[config.mk]
export PLATFORM = sky130hd
export DESIGN_NAME = cube_map_face_select_flat
export DESIGN_NICKNAME = d
export VERILOG_FILES = /design/src/rtl/core/cmfs_pkg.sv /design/src/rtl/core/cmfs_if.sv /design/src/rtl/core/cmfs_front.sv /design/src/rtl/core/cmfs_cell.sv /design/src/rtl/core/cmfs_out.sv /design/src/rtl/core/cube_map_face_select.sv /design/src/flat_wrapper.sv
export SDC_FILE = /design/constraint.sdc
export NUM_CORES = 2
export LEC_CHECK = 0
export BUFFER_PORTS_ARGS = -buffer_cell sky130_fd_sc_hd__buf_2
export CAP_MARGIN = 0
export CORE_AREA = 4 4 531 533
export CTS_CLUSTER_SIZE = 14
export DETAILED_ROUTE_END_ITERATION = 10
export DIE_AREA = 0 0 535 537
export SLEW_MARGIN = 20
export SYNTH_ARGS = -nofsm -noshare
export SYNTH_HDL_FRONTEND = slang
export SYNTH_SLANG_ARGS = --single-unit
[constraint.sdc]
create_clock -name clk_i -period 8.25 [get_ports clk_i]
set_clock_uncertainty 0.1 [all_clocks]
set_input_delay 0.825 -clock clk_i [delete_from_list [all_inputs] [get_ports clk_i]]
set_output_delay 0.825 -clock clk_i [all_outputs]
set_load 0.1 [all_outputs]
[src/rtl/core/cmfs_pkg.sv]
// Shared types and constants of the cube-map face selector.
// Used by every module and interface of the block; depends on nothing.
`timescale 1ns / 1ps
`default_nettype none

package cmfs_pkg;

  localparam int unsigned COMPONENT_BITS = 24;
  localparam int unsigned FRACTION_BITS  = 16;

  typedef enum logic [2:0] {
    FACE_PX = 3'd0,
    FACE_NX = 3'd1,
    FACE_PY = 3'd2,
    FACE_NY = 3'd3,
    FACE_PZ = 3'd4,
    FACE_NZ = 3'd5
  } cmfs_face_e;

  // Control that rides along with an item through the divider cells.
  typedef struct packed {
    logic       zero;
    cmfs_face_e face;
  } cmfs_tag_t;

endpackage

`default_nettype wire

[src/rtl/core/cmfs_if.sv]
// Handshake interfaces for the direction input and the face result.
// Depends on cmfs_pkg for default widths.
`timescale 1ns / 1ps
`default_nettype none

interface cmfs_dir_if #(
  parameter int unsigned CB = cmfs_pkg::COMPONENT_BITS
);
  logic                 valid;
  logic                 ready;
  logic signed [CB-1:0] dir_x;
  logic signed [CB-1:0] dir_y;
  logic signed [CB-1:0] dir_z;

  modport source (output valid, output dir_x, output dir_y, output dir_z, input ready);
  modport sink   (input valid, input dir_x, input dir_y, input dir_z, output ready);
endinterface

interface cmfs_res_if #(
  parameter int unsigned FB = cmfs_pkg::FRACTION_BITS
);
  logic          valid;
  logic          ready;
  logic          valid_res;
  logic [2:0]    face;
  logic [FB:0]   u_coord;
  logic [FB:0]   v_coord;

  modport source (output valid, output valid_res, output face, output u_coord,
                  output v_coord, input ready);
  modport sink   (input valid, input valid_res, input face, input u_coord,
                  input v_coord, output ready);
endinterface

`default_nettype wire

[src/rtl/core/cmfs_front.sv]
// Input stage: absolute values, major axis, face and the two shifted numerators.
// Depends on cmfs_pkg.
`timescale 1ns / 1ps
`default_nettype none

module cmfs_front #(
  parameter int unsigned CB = cmfs_pkg::COMPONENT_BITS
) (
  input  wire logic                 clk_i,
  input  wire logic                 rst_ni,
  input  wire logic                 valid_i,
  output logic                      ready_o,
  input  wire logic [CB-1:0]        dir_x_i,
  input  wire logic [CB-1:0]        dir_y_i,
  input  wire logic [CB-1:0]        dir_z_i,
  output logic                      valid_o,
  input  wire logic                 ready_i,
  output cmfs_pkg::cmfs_tag_t       tag_o,
  output logic [CB:0]               num_u_o,
  output logic [CB:0]               num_v_o,
  output logic [CB:0]               div_o
);

  function automatic logic [CB-1:0] mag(input logic [CB-1:0] c);
    mag = c[CB-1] ? (~c + CB'(1)) : c;
  endfunction

  // Returns major + c, or major - c when neg is set; always in [0, 2*major].
  function automatic logic [CB:0] offset(input logic [CB-1:0] m, input logic [CB-1:0] c,
                                         input logic neg);
    logic signed [CB+1:0] cs;
    logic signed [CB+1:0] sum;
    cs     = {{2{c[CB-1]}}, c};
    sum    = $signed({2'b00, m}) + (neg ? -cs : cs);
    offset = sum[CB:0];
  endfunction

  logic [CB-1:0]        ax, ay, az, major;
  cmfs_pkg::cmfs_face_e face;
  logic [CB:0]          nu, nv;

  logic                 valid_q;
  cmfs_pkg::cmfs_tag_t  tag_q;
  logic [CB:0]          num_u_q, num_v_q, div_q;

  always_comb begin
    ax    = mag(dir_x_i);
    ay    = mag(dir_y_i);
    az    = mag(dir_z_i);
    major = ax;
    if (ay > major) begin
      major = ay;
    end
    if (az > major) begin
      major = az;
    end
    if (ax >= ay && ax >= az) begin
      if (!dir_x_i[CB-1]) begin
        face = cmfs_pkg::FACE_PX;
        nu   = offset(major, dir_z_i, 1'b1);
      end else begin
        face = cmfs_pkg::FACE_NX;
        nu   = offset(major, dir_z_i, 1'b0);
      end
      nv = offset(major, dir_y_i, 1'b1);
    end else if (ay >= az) begin
      nu = offset(major, dir_x_i, 1'b0);
      if (!dir_y_i[CB-1]) begin
        face = cmfs_pkg::FACE_PY;
        nv   = offset(major, dir_z_i, 1'b0);
      end else begin
        face = cmfs_pkg::FACE_NY;
        nv   = offset(major, dir_z_i, 1'b1);
      end
    end else begin
      if (!dir_z_i[CB-1]) begin
        face = cmfs_pkg::FACE_PZ;
        nu   = offset(major, dir_x_i, 1'b0);
      end else begin
        face = cmfs_pkg::FACE_NZ;
        nu   = offset(major, dir_x_i, 1'b1);
      end
      nv = offset(major, dir_y_i, 1'b1);
    end
  end

  assign ready_o = !valid_q || ready_i;

  always_ff @(posedge clk_i or negedge rst_ni) begin
    if (!rst_ni) begin
      valid_q <= 1'b0;
    end else if (ready_o) begin
      valid_q <= valid_i;
    end
  end

  always_ff @(posedge clk_i) begin
    if (valid_i && ready_o) begin
      tag_q.zero <= (major == '0);
      tag_q.face <= face;
      num_u_q    <= nu;
      num_v_q    <= nv;
      div_q      <= {major, 1'b0};
    end
  end

  assign valid_o = valid_q;
  assign tag_o   = tag_q;
  assign num_u_o = num_u_q;
  assign num_v_o = num_v_q;
  assign div_o   = div_q;

endmodule

`default_nettype wire

[src/rtl/core/cmfs_cell.sv]
// One divider cell: a compare and subtract per coordinate, one quotient bit each.
// Depends on cmfs_pkg.
`timescale 1ns / 1ps
`default_nettype none

module cmfs_cell #(
  parameter int unsigned CB = cmfs_pkg::COMPONENT_BITS,
  parameter int unsigned FB = cmfs_pkg::FRACTION_BITS
) (
  input  wire logic                 clk_i,
  input  wire logic                 rst_ni,
  input  wire logic                 valid_i,
  output logic                      ready_o,
  input  wire cmfs_pkg::cmfs_tag_t  tag_i,
  input  wire logic [CB:0]          rem_u_i,
  input  wire logic [CB:0]          rem_v_i,
  input  wire logic [FB+1:0]        quo_u_i,
  input  wire logic [FB+1:0]        quo_v_i,
  input  wire logic [CB:0]          div_i,
  output logic                      valid_o,
  input  wire logic                 ready_i,
  output cmfs_pkg::cmfs_tag_t       tag_o,
  output logic [CB:0]               rem_u_o,
  output logic [CB:0]               rem_v_o,
  output logic [FB+1:0]             quo_u_o,
  output logic [FB+1:0]             quo_v_o,
  output logic [CB:0]               div_o
);

  logic                bit_u, bit_v;
  logic [CB:0]         diff_u, diff_v;
  logic                valid_q;
  cmfs_pkg::cmfs_tag_t tag_q;
  logic [CB:0]         rem_u_q, rem_v_q, div_q;
  logic [FB+1:0]       quo_u_q, quo_v_q;

  // The remainder after the subtract is below the divisor, so it fits CB bits.
  always_comb begin
    bit_u  = (rem_u_i >= div_i);
    bit_v  = (rem_v_i >= div_i);
    diff_u = bit_u ? (rem_u_i - div_i) : rem_u_i;
    diff_v = bit_v ? (rem_v_i - div_i) : rem_v_i;
  end

  assign ready_o = !valid_q || ready_i;

  always_ff @(posedge clk_i or negedge rst_ni) begin
    if (!rst_ni) begin
      valid_q <= 1'b0;
    end else if (ready_o) begin
      valid_q <= valid_i;
    end
  end

  always_ff @(posedge clk_i) begin
    if (valid_i && ready_o) begin
      tag_q   <= tag_i;
      rem_u_q <= {diff_u[CB-1:0], 1'b0};
      rem_v_q <= {diff_v[CB-1:0], 1'b0};
      quo_u_q <= {quo_u_i[FB:0], bit_u};
      quo_v_q <= {quo_v_i[FB:0], bit_v};
      div_q   <= div_i;
    end
  end

  assign valid_o = valid_q;
  assign tag_o   = tag_q;
  assign rem_u_o = rem_u_q;
  assign rem_v_o = rem_v_q;
  assign quo_u_o = quo_u_q;
  assign quo_v_o = quo_v_q;
  assign div_o   = div_q;

endmodule

`default_nettype wire

[src/rtl/core/cmfs_out.sv]
// Output stage: rounds the doubled quotients to the face coordinates and holds the result.
// Depends on cmfs_pkg.
`timescale 1ns / 1ps
`default_nettype none

module cmfs_out #(
  parameter int unsigned FB = cmfs_pkg::FRACTION_BITS
) (
  input  wire logic                 clk_i,
  input  wire logic                 rst_ni,
  input  wire logic                 valid_i,
  output logic                      ready_o,
  input  wire cmfs_pkg::cmfs_tag_t  tag_i,
  input  wire logic [FB+1:0]        quo_u_i,
  input  wire logic [FB+1:0]        quo_v_i,
  output logic                      valid_o,
  input  wire logic                 ready_i,
  output logic                      valid_res_o,
  output logic [2:0]                face_o,
  output logic [FB:0]               u_coord_o,
  output logic [FB:0]               v_coord_o
);

  logic [FB+1:0] sum_u, sum_v;
  logic          valid_q, valid_res_q;
  logic [2:0]    face_q;
  logic [FB:0]   u_q, v_q;

  // The quotient carries one extra fraction bit; adding one and dropping it rounds half up.
  assign sum_u = quo_u_i + (FB+2)'(1);
  assign sum_v = quo_v_i + (FB+2)'(1);

  assign ready_o = !valid_q || ready_i;

  always_ff @(posedge clk_i or negedge rst_ni) begin
    if (!rst_ni) begin
      valid_q <= 1'b0;
    end else if (ready_o) begin
      valid_q <= valid_i;
    end
  end

  always_ff @(posedge clk_i) begin
    if (valid_i && ready_o) begin
      valid_res_q <= !tag_i.zero;
      face_q      <= tag_i.zero ? 3'(cmfs_pkg::FACE_PX) : 3'(tag_i.face);
      u_q         <= tag_i.zero ? '0 : sum_u[FB+1:1];
      v_q         <= tag_i.zero ? '0 : sum_v[FB+1:1];
    end
  end

  assign valid_o     = valid_q;
  assign valid_res_o = valid_res_q;
  assign face_o      = face_q;
  assign u_coord_o   = u_q;
  assign v_coord_o   = v_q;

endmodule

`default_nettype wire

[src/rtl/core/cube_map_face_select.sv]
// Cube-map face selector: one input stage, FRACTION_BITS+2 divider cells, one output stage.
// An accepted item is registered in the input stage, in every divider cell and in the output stage.
// Throughput is one item per cycle while results are taken; every cell resolves one quotient bit per coordinate.
// Each stage holds its item while the next is full, so stalls fill bubbles before backing up.
// Reset clears all stage valid flags asynchronously; payload registers are not reset.
// Depends on cmfs_pkg, cmfs_if, cmfs_front, cmfs_cell and cmfs_out.
`timescale 1ns / 1ps
`default_nettype none

module cube_map_face_select #(
  parameter int unsigned COMPONENT_BITS = cmfs_pkg::COMPONENT_BITS,
  parameter int unsigned FRACTION_BITS  = cmfs_pkg::FRACTION_BITS
) (
  input  wire logic  clk_i,
  input  wire logic  rst_ni,
  cmfs_dir_if.sink   dir_i,
  cmfs_res_if.source res_o
);

  localparam int unsigned CB    = COMPONENT_BITS;
  localparam int unsigned FB    = FRACTION_BITS;
  localparam int unsigned NCELL = FB + 2;

  logic [NCELL:0]      st_valid;
  logic [NCELL:0]      st_ready;
  cmfs_pkg::cmfs_tag_t st_tag   [NCELL+1];
  logic [CB:0]         st_rem_u [NCELL+1];
  logic [CB:0]         st_rem_v [NCELL+1];
  logic [CB:0]         st_div   [NCELL+1];
  logic [FB+1:0]       st_quo_u [NCELL+1];
  logic [FB+1:0]       st_quo_v [NCELL+1];

  assign st_quo_u[0] = '0;
  assign st_quo_v[0] = '0;

  cmfs_front #(
    .CB (CB)
  ) u_front (
    .clk_i   (clk_i),
    .rst_ni  (rst_ni),
    .valid_i (dir_i.valid),
    .ready_o (dir_i.ready),
    .dir_x_i (dir_i.dir_x),
    .dir_y_i (dir_i.dir_y),
    .dir_z_i (dir_i.dir_z),
    .valid_o (st_valid[0]),
    .ready_i (st_ready[0]),
    .tag_o   (st_tag[0]),
    .num_u_o (st_rem_u[0]),
    .num_v_o (st_rem_v[0]),
    .div_o   (st_div[0])
  );

  for (genvar i = 0; i < NCELL; i++) begin : g_cell
    cmfs_cell #(
      .CB (CB),
      .FB (FB)
    ) u_cell (
      .clk_i   (clk_i),
      .rst_ni  (rst_ni),
      .valid_i (st_valid[i]),
      .ready_o (st_ready[i]),
      .tag_i   (st_tag[i]),
      .rem_u_i (st_rem_u[i]),
      .rem_v_i (st_rem_v[i]),
      .quo_u_i (st_quo_u[i]),
      .quo_v_i (st_quo_v[i]),
      .div_i   (st_div[i]),
      .valid_o (st_valid[i+1]),
      .ready_i (st_ready[i+1]),
      .tag_o   (st_tag[i+1]),
      .rem_u_o (st_rem_u[i+1]),
      .rem_v_o (st_rem_v[i+1]),
      .quo_u_o (st_quo_u[i+1]),
      .quo_v_o (st_quo_v[i+1]),
      .div_o   (st_div[i+1])
    );
  end

  cmfs_out #(
    .FB (FB)
  ) u_out (
    .clk_i       (clk_i),
    .rst_ni      (rst_ni),
    .valid_i     (st_valid[NCELL]),
    .ready_o     (st_ready[NCELL]),
    .tag_i       (st_tag[NCELL]),
    .quo_u_i     (st_quo_u[NCELL]),
    .quo_v_i     (st_quo_v[NCELL]),
    .valid_o     (res_o.valid),
    .ready_i     (res_o.ready),
    .valid_res_o (res_o.valid_res),
    .face_o      (res_o.face),
    .u_coord_o   (res_o.u_coord),
    .v_coord_o   (res_o.v_coord)
  );

endmodule

`default_nettype wire

[src/flat_wrapper.sv]
// flat-port wrapper written by rule: the top's interface ports become plain ports
module cube_map_face_select_flat 
#(
  parameter int unsigned COMPONENT_BITS = cmfs_pkg::COMPONENT_BITS,
  parameter int unsigned FRACTION_BITS  = cmfs_pkg::FRACTION_BITS
)
  (clk_i, rst_ni, dir_i_valid, dir_i_dir_x, dir_i_dir_y, dir_i_dir_z, dir_i_ready, res_o_valid, res_o_valid_res, res_o_face, res_o_u_coord, res_o_v_coord, res_o_ready);
  cmfs_dir_if dir_i_i ();
  cmfs_res_if res_o_i ();
  input  wire logic clk_i;
  input  wire logic rst_ni;
  input wire logic [$bits(dir_i_i.valid)-1:0] dir_i_valid;
  input wire logic [$bits(dir_i_i.dir_x)-1:0] dir_i_dir_x;
  input wire logic [$bits(dir_i_i.dir_y)-1:0] dir_i_dir_y;
  input wire logic [$bits(dir_i_i.dir_z)-1:0] dir_i_dir_z;
  output wire logic [$bits(dir_i_i.ready)-1:0] dir_i_ready;
  output wire logic [$bits(res_o_i.valid)-1:0] res_o_valid;
  output wire logic [$bits(res_o_i.valid_res)-1:0] res_o_valid_res;
  output wire logic [$bits(res_o_i.face)-1:0] res_o_face;
  output wire logic [$bits(res_o_i.u_coord)-1:0] res_o_u_coord;
  output wire logic [$bits(res_o_i.v_coord)-1:0] res_o_v_coord;
  input wire logic [$bits(res_o_i.ready)-1:0] res_o_ready;
  assign dir_i_i.valid = dir_i_valid;
  assign dir_i_i.dir_x = dir_i_dir_x;
  assign dir_i_i.dir_y = dir_i_dir_y;
  assign dir_i_i.dir_z = dir_i_dir_z;
  assign dir_i_ready = dir_i_i.ready;
  assign res_o_valid = res_o_i.valid;
  assign res_o_valid_res = res_o_i.valid_res;
  assign res_o_face = res_o_i.face;
  assign res_o_u_coord = res_o_i.u_coord;
  assign res_o_v_coord = res_o_i.v_coord;
  assign res_o_i.ready = res_o_ready;
  cube_map_face_select #(.COMPONENT_BITS(COMPONENT_BITS), .FRACTION_BITS(FRACTION_BITS)) u_core (.clk_i(clk_i), .rst_ni(rst_ni), .dir_i(dir_i_i), .res_o(res_o_i));
endmodule
# Word level (Yosys, flattened, before mapping)
# Index checks and enable logic that the tools add are counted.
# word_totals
reg_bits	1774
latch_bits	0
ramBits	0
rom_bits	0
word_cells	389
mem_count	0
# classes
addsub	47
n_mul	0
n_div	0
order_cmp	41
eq_ne	0
shifts	0
mux	51
bitwise_logic	3
reduce_logical	63
# op_table
operator	n
2-to-1 mux 24 bit	39
>= comparator 25 bit	36
subtractor 24 bit	34
2-to-1 mux 25 bit	7
adder 25 bit	3
negator 24 -> 25 bit	3
adder 24 x 1 -> 24 bit (second input constant)	3
>= comparator 24 bit	3
inverter 24 bit	3
adder 25 x 24 -> 25 bit	2
greater-than comparator 24 bit	2
adder 18 x 1 -> 18 bit (second input constant)	2
zero test 24 bit	1
logical AND 1 bit	21
zero test 1 bit	21
logical OR 1 bit	20
2-to-1 mux 3 bit	2
2-to-1 mux 1 bit	3

# Longest topological paths before layout
# logic_depth
depth_word	22
depth_mapped	47
mapped_depth_nobuf	45

# Modules after synthesis
# Synthesis repeated with hierarchy kept, for this count alone.
# unflattened
cells_unflattened	11962
area_unflattened_um2	134963.2
# by_module_without_submodules
mod	instances	cells_each	area_each_um2	seq_area_each_um2
cmfs_cell at u_core.g_cell[12].u_cell ...	11	558	6626.4	3418.3
cmfs_cell at u_core.g_cell[0].u_cell ...	6	571	6632.6	3418.3
cmfs_front	1	1653	13539.2	2367.3
cmfs_cell at u_core.g_cell[3].u_cell	1	564	6710.2	3418.3
cmfs_out	1	180	2024.4	1166.1
cube_map_face_select	1	1	3.8	0.0

# Worst setup path after synthesis
# No wires, ideal clock.
# synth_path
path_type	in2reg
startpoint	input dir_i_dir_x[12]
endpoint	register u_core.u_front.num_v_q[21] (netlist: u_core.u_front.num_v_o[21]), data pin
arrival_time_ns	10.204
path_slack_ns	-2.310
path_stages	41
path_cell_list	or4_1 -> or3_1 -> or4_1 -> or2_2 -> nor4_1 -> inv_1 -> ha_1 -> and4_1 -> and2_1 -> nand2_1 -> o211ai_1 -> a211o_1 -> nand2_1 -> clkbuf_1 -> clkbuf_1 -> o21ai_0 -> ha_1 -> a21o_1 -> (+5 left out) -> clkbuf_1 -> mux2i_1 -> ha_1 -> clkbuf_1 -> a21oi_1 -> o21ai_0 -> a21oi_1 -> o21ai_0 -> a21oi_1 -> a211oi_1 -> o41a_1 -> o31ai_1 -> a311oi_1 -> o31a_1 -> mux2_2 -> o21ai_0 -> mux2i_1 -> a31o_2
# synth_between
elab_chain_len	11
word_cells_on_any_way	16
classes_between	add/sub: 4; order compare: 4; mux: 6; bitwise: 1; reduce/logical: 1
# synth_lines
element	line_no	text
start: declaration	flat_wrapper.sv:13	input wire logic [$bits(dir_i_i.dir_x)-1:0] dir_i_dir_x;
inverter 24 bit	cmfs_front.sv:25	mag = c[CB-1] ? (~c + CB'(1)) : c;
adder 24 x 1 -> 24 bit	cmfs_front.sv:25	
2-to-1 mux 24 bit *	cmfs_front.sv:25	
greater-than comparator 24 bit	cmfs_front.sv:51	if (ay > major) begin
2-to-1 mux 24 bit *	cmfs_front.sv:51	
greater-than comparator 24 bit	cmfs_front.sv:54	if (az > major) begin
2-to-1 mux 24 bit *	cmfs_front.sv:54	
named net u_core.u_front.major[2]	cmfs_front.sv:38	logic [CB-1:0] ax, ay, az, major;
adder 25 x 24 -> 25 bit or adder 25 bit (tied branches)	cmfs_front.sv:34	sum = $signed({2'b00, m}) + (neg ? -cs : cs);
2-to-1 mux 25 bit	cmfs_front.sv:68	if (!dir_y_i[CB-1]) begin
2-to-1 mux 25 bit	cmfs_front.sv:66	end else if (ay >= az) begin
2-to-1 mux 25 bit *	cmfs_front.sv:57	if (ax >= ay && ax >= az) begin
named net u_core.u_front.nv[21]	cmfs_front.sv:40	logic [CB:0] nu, nv;
end signal: assignment	cmfs_front.sv:102	num_v_q <= nv;
end: declaration	cmfs_front.sv:44	logic [CB:0] num_u_q, num_v_q, div_q;
# Mark *: on every way through the listed nets, which the timed path passes. The rest lies on a longest branch.
# A chain may end at the register's enable or synchronous reset.

# Worst setup path in the final report
# Same ends and word-level chain as after synthesis.

==> impl_metrics.csv <==
group,metric,value,unit
synthesis,yosys.area.top_type,"edfxtp_1",
worst_setup_path,timing.rr.start,"u_core.g_cell[7].u_cell.div_o[3]",
synthesis,synth_cells,10200,
power_and_ir_drop,p_seq_frac,0.302,
sta,relSlewSlack,0.235,
grt,grt_pass1_wl,463,mm
routing,drt_iter0_markers,6223,
synthesis,synth_top_area_frac,0.469,
place,gp_congestion,0.934,
routing,wl,307,mm
floorplan,io_pins,116,
floorplan,die_area,287000,um2
synthesis,ys_warn_count,0,
routing,avgViaCountPerCell,5.37,
place,post-place-ws,-2.11,ns
power_and_ir_drop,p_leak,53.2,nW
sta,worst_pin_slew,1.12,ns
layout,nFillCells,25300,
synthesis,synth_edf_count,1722,
worst_setup_path,crit_fanout,6,
worst_setup_path,crit_family,"compound AO/OA/AOI/OAI gates",
clock_tree,worstSkewPairLatency,0.89,ns
worst_setup_path,critPathRequiredTime,8.73,ns
power_and_ir_drop,power_density,424,nW/um2
worst_setup_path,endpoint,"u_core.u_front.num_v_o[21]",
worst_setup_path,cpMostUsedCell,"a21oi_2",
sta,tns,-9.34,ns
layout,register_area,52200,um2
floorplan,initial_core_util,0.399,
power_and_ir_drop,total_power,54.6,mW
routing,wl_per_cell,20.5,um
synthesis,async_flop_share,0.0115,
sta,slew_violations,0,
floorplan,die-width,535,um
worst_setup_path,r2r-end,"u_core.g_cell[8].u_cell.rem_v_o[23]",
grt,track_usage,0.206,
routing,drtPass1Iterations,7,
synthesis,synth_nets,11400,
layout,layout.nets,12300,
power_and_ir_drop,p_switching,22.1,mW
synthesis,synthFlopType,"edfxtp_1",
routing,vias,80500,
worst_setup_path,end_kind,"register",
status,violations,"negative setup slack",
power_and_ir_drop,internal-power,32.4,mW
run,max_cap_violations,0,
worst_setup_path,critPathBufInv,8,
grt,grt_pass1_vias,78300,
synthesis,synth_cell_types,91,
worst_setup_path,path_depth,46,
clock_tree,cts_max_level,4,
clock_tree,clk_path_buf_depth,4,
sta,rsz0062_at_grt,"true",
hold_path,hp-class,"input pin to register",
sta,fin_ws,-0.850,ns
worst_setup_path,worstPathArrival,9.58,ns
layout,layout-drive-gt1-share,0.173,
worst_setup_path,slowest_stage,"or4_4",
sta,layout_min_cycle_time,9.10,ns
worst_setup_path,startpoint,"dir_i_dir_x[12]",
synthesis,ys_ff_latch,1742,
synthesis,syn_area,110000,um2
routing,drc_errors,0,
power_and_ir_drop,swShare,0.406,
layout,finalCoreUtilization,0.466,
sta,setup_viol,25,
floorplan,core-area,276000,um2
layout,area_delta_synth_final,16.8,%
clock_tree,clkTransAtPathRegs,0.06,ns
worst_setup_path,timing.setup.critical_path_class,"input pin to register",
synthesis,syn_area_per_cell,10.8,um2
power_and_ir_drop,clkPwrFrac,0.164,
worst_setup_path,worst-r2r-cell-count,18,
clock_tree,clkSinkCount,1742,
routing,ant_nets,0,
floorplan,row_count,193,
grt,antenna_found_initial,8,
synthesis,synth-seq-area-share,0.473,
grt,grt-ovfl-total,0,
sta,hold_viol,0,
floorplan,fp.dieH,537,um
sta,fin_crit_sh,1.10,
power_and_ir_drop,peakVddDrop,0.303,mV
worst_setup_path,r2r_setup_slack,2.75,ns
synthesis,synth.area.top_cells,"edfxtp_1 (47%), ha_1 (12%), mux2_2 (4.7%)",
clock_tree,cts_tree,"done",
worst_setup_path,cpPeakStageDelay,0.53,ns
grt,grt_max_degree,79,
clock_tree,clock-root-buffer,"clkbuf_16",
worst_setup_path,worst_setup_path_start_kind,"input pin",
status,outcome,"finished with violations",
layout,multi_input_area,55400,um2
power_and_ir_drop,combPwrFrac,0.534,
sta,max_freq,110,MHz
place,io_buffers,115,
clock_tree,numCtsBuffers,200,
place,post-dp-hpwl,242,mm
registers in the layout, indices dropped and copies added (netlist names):
| name | cells |
|---|---|
| u_core.g_cell.u_cell.div_o | 408 |
| u_core.g_cell.u_cell.quo_u_o | 171 |
| u_core.g_cell.u_cell.quo_v_o | 171 |
| u_core.g_cell.u_cell.rem_u_o | 392 |
| u_core.g_cell.u_cell.rem_v_o | 392 |
| u_core.g_cell.u_cell.tag_o | 72 |
| u_core.g_cell.u_cell.valid_o | 18 |
| u_core.u_front.div_o | 24 |
| u_core.u_front.num_u_o | 25 |
| u_core.u_front.num_v_o | 25 |
| u_core.u_front.tag_o | 4 |
| u_core.u_front.valid_o | 1 |
| u_core.u_out.face_o | 3 |
| u_core.u_out.u_coord_o | 17 |
| u_core.u_out.v_coord_o | 17 |
| u_core.u_out.valid_o | 1 |
| u_core.u_out.valid_res_o | 1 |
cell usage in the layout, fill, tap and decap left out, drive strengths merged, types with 77 or more instances in the layout:
cell type,synthesis,final
a21boi,213,213
a21o,205,205
a21oi,632,632
buf,19,850
clkbuf,174,230
clkinv,0,87
edfxtp,1722,1722
ha,1074,1074
inv,974,982
mux2,460,460
mux2i,96,96
nand2,635,635
nand2b,117,117
nand3,142,142
nand4,179,179
nor2,838,838
nor2b,153,153
nor3,186,186
o21a,108,108
o21ai,634,634
o31ai,100,100
or3,77,77
xnor2,471,471
xor2,174,174
metal layers:
| metal | vias to the layer above | GRT usage | part of all wire |
|---|---|---|---|
| li1 | 39300 | - | - |
| met1 | 38800 | 0.272 | 0.44 |
| met2 | 1887 | 0.354 | 0.48 |
| met3 | 469 | 0.0216 | 0.043 |
| met4 | 0 | 0.0689 | 0.037 |
| met5 | - | 0 | 0 |
per-stage QoR:
stage	cells	hold slack [ns]	area [um2]
finish	15000	0.249	129000
CTS	14900	0.202	128000
global route	15000	0.203	129000
global placement	14500	0.300	120000
floorplan	10200	0.300	111000
detailed placement	14500	0.305	120000
power groups by stage:
stage	clock network, mW	logic (mW)	registers, mW
global placement	0	27.5	16.7
CTS	9.24	28.6	16.6
finish	8.96	29.2	16.5
floorplan	0	20.0	16.0
detailed placement	0	28.0	16.7
global route	9.62	32.1	16.7
worst min-delay path by stage:
stage / startpoint / slack, ns / cells after the start / endpoint
2_1_floorplan: u_core.u_front.tag_o[0] / 0.30 / 0 / u_core.g_cell[0].u_cell.tag_o[0]
3_3_place_gp: u_core.g_cell[15].u_cell.quo_u_o[10] / 0.30 / 0 / u_core.g_cell[16].u_cell.quo_u_o[11]
3_5_place_dp: u_core.u_front.tag_o[1] / 0.30 / 0 / u_core.g_cell[0].u_cell.tag_o[1]
4_1_cts: dir_i_valid / 0.20 / 2 / u_core.u_front.valid_o
5_1_grt: dir_i_valid / 0.20 / 2 / u_core.u_front.valid_o
6_report: dir_i_valid / 0.25 / 2 / u_core.u_front.valid_o
cells by family after synthesis:
logic type | share of synthesized area
xor gates and xnor gates | 0.0512
adders and majority gates | 0.129
DFF | 0.473
muxes | 0.0557
and+or+nand+nor | 0.115
buffers and inverters | 0.0398
AOI/OAI and AO/OA | 0.137
cells in the mapped netlist (all sizes together), types with 46 or more instances:
cell type / count
a211oi: 73
a21boi: 213
a21o: 205
a21oi: 632
a31oi: 62
and2: 67
and3: 63
clkbuf: 174
edfxtp: 1722
ha: 1074
inv: 974
mux2: 460
mux2i: 96
nand2: 635
nand2b: 117
nand3: 142
nand4: 179
nor2: 838
nor2b: 153
nor3: 186
o21a: 108
o21ai: 634
o21bai: 65
o31ai: 100
or2: 46
or3: 77
xnor2: 471
xor2: 174
timing repair:
item                                   in CTS  in global routing
buffers inserted                           41                 32
hold buffers                                1                  0
pin swaps                                  51                110
endpoints found under the hold margin      20                  0
gates resized for setup                   136                157
cloned                                      3                  0
setup endpoints to repair                  30                 40
area by class of cell:
cell class                      count  area share
Clock inverter                    135      0.0109
Clock buffer                      230      0.0404
Antenna cell                        2   0.0000388
Tap cell                         3705      0.0360
Inverter                          974      0.0284
Multi-Input combinational cell   7335       0.430
Timing Repair Buffer              851      0.0494
Sequential cell                  1742       0.405
Note: power is estimated with default switching activity, not from simulation.
